$ cat src/hw/rtl/m3i_pkg.sv
// Shared types, widths and cofactor index tables for the 3x3 matrix inverse.
package m3i_pkg;

    // Element format and the widths that follow from it.
    localparam int WORD_BITS = 32;
    localparam int FRAC_BITS = 16;
    localparam int N_ELEM    = 9;
    localparam int PROD_W    = 2 * WORD_BITS;
    localparam int ADJ_W     = PROD_W + 1;
    localparam int LO_W      = WORD_BITS;
    localparam int HI_W      = ADJ_W - LO_W;
    localparam int PART_W    = WORD_BITS + LO_W + 1;
    localparam int DET_W     = WORD_BITS + ADJ_W + 2;
    localparam int MAG_W     = DET_W;
    localparam int QB        = WORD_BITS + 2;
    localparam int SHIFT     = 2 * FRAC_BITS + 1;
    localparam int NUM_W     = ADJ_W + SHIFT;
    localparam int LIMIT_W   = 63;
    localparam int PIPE_LAT  = QB + 7;

    typedef logic signed [WORD_BITS-1:0] t_word;
    typedef logic signed [PROD_W-1:0]    t_prod;
    typedef logic signed [ADJ_W-1:0]     t_adj;
    typedef logic signed [PART_W-1:0]    t_part;
    typedef logic signed [DET_W-1:0]     t_det;
    typedef logic [MAG_W-1:0]            t_mag;
    typedef logic [QB-1:0]               t_quo;
    typedef logic [LIMIT_W-1:0]          t_limit;

    // One input item: the matrix in row-major order.
    typedef struct packed {
        t_word in_r0c0;
        t_word in_r0c1;
        t_word in_r0c2;
        t_word in_r1c0;
        t_word in_r1c1;
        t_word in_r1c2;
        t_word in_r2c0;
        t_word in_r2c1;
        t_word in_r2c2;
    } t_in_item;

    // One result item: the inverse and its status flags.
    typedef struct packed {
        t_word out_r0c0;
        t_word out_r0c1;
        t_word out_r0c2;
        t_word out_r1c0;
        t_word out_r1c1;
        t_word out_r1c2;
        t_word out_r2c0;
        t_word out_r2c1;
        t_word out_r2c2;
        logic  is_singular;
        logic  saturated;
    } t_out_item;

    // Control that travels with each item through the divider.
    typedef struct packed {
        logic              valid;
        logic              singular;
        logic [N_ELEM-1:0] neg;
        logic [N_ELEM-1:0] ovf;
    } t_div_ctl;

    // Cofactor k is m[A]*m[B] - m[C]*m[D].
    localparam logic [3:0] CROSS_A [N_ELEM] = '{4'd4, 4'd2, 4'd1, 4'd5, 4'd0, 4'd2, 4'd3, 4'd1, 4'd0};
    localparam logic [3:0] CROSS_B [N_ELEM] = '{4'd8, 4'd7, 4'd5, 4'd6, 4'd8, 4'd3, 4'd7, 4'd6, 4'd4};
    localparam logic [3:0] CROSS_C [N_ELEM] = '{4'd5, 4'd1, 4'd2, 4'd3, 4'd2, 4'd0, 4'd4, 4'd0, 4'd1};
    localparam logic [3:0] CROSS_D [N_ELEM] = '{4'd7, 4'd8, 4'd4, 4'd8, 4'd6, 4'd5, 4'd6, 4'd7, 4'd3};

endpackage

$ cat src/hw/rtl/m3i_round.sv
// Output stage: rounding, sign, saturation and the singular override.
module m3i_round (
    input  logic               i_clk,
    input  logic               i_rst_n,
    input  m3i_pkg::t_div_ctl  i_ctl,
    input  m3i_pkg::t_quo      i_q [m3i_pkg::N_ELEM],
    output logic               o_strobe,
    output m3i_pkg::t_out_item o_item
);

    localparam logic [m3i_pkg::QB:0] POS_LIM = (m3i_pkg::QB+1)'((64'd1 << (m3i_pkg::WORD_BITS-1)) - 64'd1);
    localparam logic [m3i_pkg::QB:0] NEG_LIM = (m3i_pkg::QB+1)'(64'd1 << (m3i_pkg::WORD_BITS-1));
    localparam m3i_pkg::t_word       W_MAX   = {1'b0, {(m3i_pkg::WORD_BITS-1){1'b1}}};
    localparam m3i_pkg::t_word       W_MIN   = {1'b1, {(m3i_pkg::WORD_BITS-1){1'b0}}};

    m3i_pkg::t_word     n_val [m3i_pkg::N_ELEM];
    logic               n_sat;
    m3i_pkg::t_out_item r_item;
    logic               r_strobe;

    // Round half away from zero, then clip to the word range in the direction of the sign.
    always_comb begin
        logic [m3i_pkg::QB:0] qr;
        logic                 clip;
        n_sat = 1'b0;
        for (int l = 0; l < m3i_pkg::N_ELEM; l++) begin
            qr   = ({1'b0, i_q[l]} + (m3i_pkg::QB+1)'(1)) >> 1;
            clip = i_ctl.ovf[l] || (i_ctl.neg[l] ? (qr > NEG_LIM) : (qr > POS_LIM));
            if (i_ctl.singular) begin
                n_val[l] = '0;
            end else if (clip) begin
                n_val[l] = i_ctl.neg[l] ? W_MIN : W_MAX;
                n_sat    = 1'b1;
            end else if (i_ctl.neg[l]) begin
                n_val[l] = m3i_pkg::t_word'(-qr);
            end else begin
                n_val[l] = m3i_pkg::t_word'(qr);
            end
        end
    end

    always_ff @(posedge i_clk) begin
        if (!i_rst_n) begin
            r_strobe <= 1'b0;
        end else begin
            r_strobe <= i_ctl.valid;
        end
    end

    always_ff @(posedge i_clk) begin
        r_item.out_r0c0    <= n_val[0];
        r_item.out_r0c1    <= n_val[1];
        r_item.out_r0c2    <= n_val[2];
        r_item.out_r1c0    <= n_val[3];
        r_item.out_r1c1    <= n_val[4];
        r_item.out_r1c2    <= n_val[5];
        r_item.out_r2c0    <= n_val[6];
        r_item.out_r2c1    <= n_val[7];
        r_item.out_r2c2    <= n_val[8];
        r_item.is_singular <= i_ctl.singular;
        r_item.saturated   <= n_sat;
    end

    assign o_strobe = r_strobe;
    assign o_item   = r_item;

endmodule

$ cat config.mk
export PLATFORM = sky130hd
export DESIGN_NAME = m3i_round
export DESIGN_NICKNAME = d
export VERILOG_FILES = /design/src/hw/rtl/m3i_pkg.sv /design/src/hw/rtl/m3i_round.sv
export SDC_FILE = /design/constraint.sdc
export NUM_CORES = 1
export LEC_CHECK = 0
export BUFFER_PORTS_ARGS = -buffer_cell sky130_fd_sc_hd__clkbuf_2
export CAP_MARGIN = 20
export CORE_AREA = 2 2 241 243
export DETAILED_ROUTE_END_ITERATION = 10
export DIE_AREA = 0 0 243 245
export GPL_ROUTABILITY_DRIVEN = 0
export PLACE_DENSITY = 0.76
export SYNTH_ARGS = -nofsm -noshare
export SYNTH_HDL_FRONTEND = slang
export SYNTH_SLANG_ARGS = --single-unit
$ cat constraint.sdc
create_clock -name i_clk -period 4.07 [get_ports i_clk]
set_clock_uncertainty 0.15 [all_clocks]
set_input_delay 0.2035 -clock i_clk [delete_from_list [all_inputs] [get_ports i_clk]]
set_output_delay 0.2035 -clock i_clk [all_outputs]
set_load 0.05 [all_outputs]
==> flow_summary_export.csv <==
group,metric,value,unit
status,status,"complete, no violations",
pwr,p_per_area,284,mW/mm^2
critical_path,worstPathArrival,4200,ps
yosys,synth_seq_cells,291,
clock_network,cts_buffers,38,
floorplanning,io_pins,619,
grt,grt_max_degree,99,
placement,dpl.hpwl,75.4,mm
clock_network,cts_max_level,2,
finish,layout-drive-gt1-share,0.212,
finish,instances_no_fill,5127,
sta,fin_crit_sh,0.962,
route,dr.pass1.iters,8,
clock_network,clock_path_buffers,3,
critical_path,path_common_cell,"or4_1",
route,wl_per_cell,19.0,um
grt,overflow,0,
yosys,syn_nets,4076,
critical_path,endpoint_kind,"flip-flop",
sta,finalSetupViolations,0,
floorplanning,dieArea,0.0595,mm^2
worst_hold_path,hold_path.class,"in2reg",
run,maxCapViolations,0,
critical_path,crit_path_start_kind,"primary input",
floorplanning,rows,88,
yosys,avgSynthCellArea,7.15,um^2
critical_path,crit_fanout,9,
yosys,mappedNetlistArea,0.0266,mm^2
route,drc,0,
critical_path,path_cells,"dlygate4sd3_1, clkbuf_2, nand4_1, or4_1, or4_1, a22oi_1, and4_1, nor3b_1, o21ai_0, mux2i_1, a2111oi_0",
grt,grt_antenna_before_repair,26,
placement,port_buffers,618,
finish,final_cell_mix,"clkbuf_2 (617), nand2_1 (424), a21oi_1 (294), dfxtp_1 (291), nor2_1 (261)",
clock_network,cts_setup_buffers,0,
clock_network,cts_tree,"done",
pwr,max-vdd-ir-drop,0.000342,V
yosys,synth_cell_types,86,
finish,area_growth,22.5,%
pwr,finalPower,9.27,mW
floorplanning,start_util,0.467,
finish,final_nets,4666,
grt,grt_pass1_vias,27300,
critical_path,critPathKind,"in2reg",
clock_network,clockRootBuffer,"clkbuf_16",
route,final_antenna_net_count,0,
floorplanning,core,0.0570,mm^2
sta,max_clock_freq,0.255,GHz
sta,final.setup.tns,0,ps
yosys,async_flop_share,0,
floorplanning,die_h,245,um
finish,mostFrequentLayoutCell,"clkbuf_2",
route,dr_total_vias,31400,
route,drt_iter0_drc,3190,
critical_path,worstPathRequired,4350,ps
clock_network,clk_transition_reported_paths,60,ps
critical_path,slowest_delay,650,ps
placement,dp.cells,4998,
finish,n_fill_cell,5412,
critical_path,crit_slowest_cell,"or4_1",
pwr,p_leak,13.6,nW
floorplanning,die_w,243,um
sta,maxSlewHeadroom,0.291,
sta,hold_ws,31.8,ps
sta,tightest_slew,1050,ps
yosys,yosysSeqAreaShare,0.219,
route,vias_per_cell,6.13,
sta,slew_viol_final,0,
yosys,syn_inst,3721,
grt,grt_pass1_wl,150,mm
sta,hold_viol,0,
yosys,synth_flop_cell,"dfxtp_1",
grt,grt_usage,0.307,
route,wl,97.7,mm
yosys,synth_edf_count,0,
sta,layout_min_cycle_time,3920,ps
yosys,yosys_warnings,0,
clock_network,clkSinkCount,291,
[worst paths after layout]
path,cells after the start,endpoint,slack (ps),startpoint
worst max-delay path,11,o_item[29]$_SDFF_PP0_,150,i_q[2]
worst min-delay path,6,o_item[122]$_SDFF_PP0_,30,i_q[127]
[power breakdown]
group	switching (mW)	internal (mW)	leakage, nW
clock network	1.38	2.10	0.616
registers	0.0724	3.03	2.42
logic	1.88	0.799	10.5
total	3.34	5.93	13.6
[area by class of cell]
cell class / count / area, um^2 / share of cell area
multi-input combinational: 3110 / 19600 / 0.601
antenna: 22 / 55.1 / 0.00169
inverter: 68 / 255 / 0.00783
sequential: 291 / 5830 / 0.179
tap: 765 / 957 / 0.0294
clock inverter: 17 / 185 / 0.00568
timing repair buffer: 802 / 4630 / 0.142
clock buffer: 52 / 1100 / 0.0339
[layer usage]
layer,vias up,GRT usage,share of wire
li1,15000,-,-
met1,14500,0.399,0.41
met2,1603,0.483,0.45
met3,244,0.0718,0.10
met4,18,0.135,0.042
met5,-,0,0.0011
[worst max-delay path: cells and delay by family]
family,cells,cell delay [ps]
buf+inv,2,710
compound gates,3,950
simple gates,5,2150
mux,1,170
[cells by family after synthesis]
group	after synthesis	synth area share
flip-flops	291	0.219
AO/OA/AOI/OAI	961	0.238
AND/OR/NAND/NOR	1669	0.326
multiplexers	140	0.0537
buffers and inverters	320	0.0478
XOR/XNOR	313	0.103
adder cells (fa/ha/maj)	27	0.0127
[timing repair]
item,in CTS,in global routing
hold buffers,38,0
endpoints found under the hold margin,40,0
resized for setup,0,8
setup endpoints to repair,0,9
[synthesized netlist by cell type (36+ instances only)]
master    number  area share
or3_1         42      0.0099
a21oi_1      295       0.055
a211oi_1      39       0.011
and4_1        44       0.014
nand4_1      124       0.029
a31oi_1       45       0.011
and3_1        99       0.023
o21ai_0      164       0.031
or4_1         36       0.010
nor4_1       111       0.026
clkbuf_1     217       0.031
nand3_1      211       0.040
xnor2_1      171       0.056
nor2_1       261       0.037
xor2_1       142       0.047
mux2i_1      118       0.044
nor3_1       135       0.025
inv_1         68      0.0096
a21o_1       139       0.039
nand2_1      424       0.060
and2_1        57       0.013
dfxtp_1      291        0.22
[registers in the layout (all words and copies together), names as in the netlist]
register  cells
o_strobe      1
o_item      290
[stage by stage]
step	instance area (um^2)	utilization	setup slack, ps
detailed placement	30800	0.540	107
finish	32600	0.572	154
floorplan	26600	-	409
global placement	30800	0.540	198
global route	32600	0.571	-0.776
CTS	32500	0.570	220
Power figures use the tool's default switching activity.
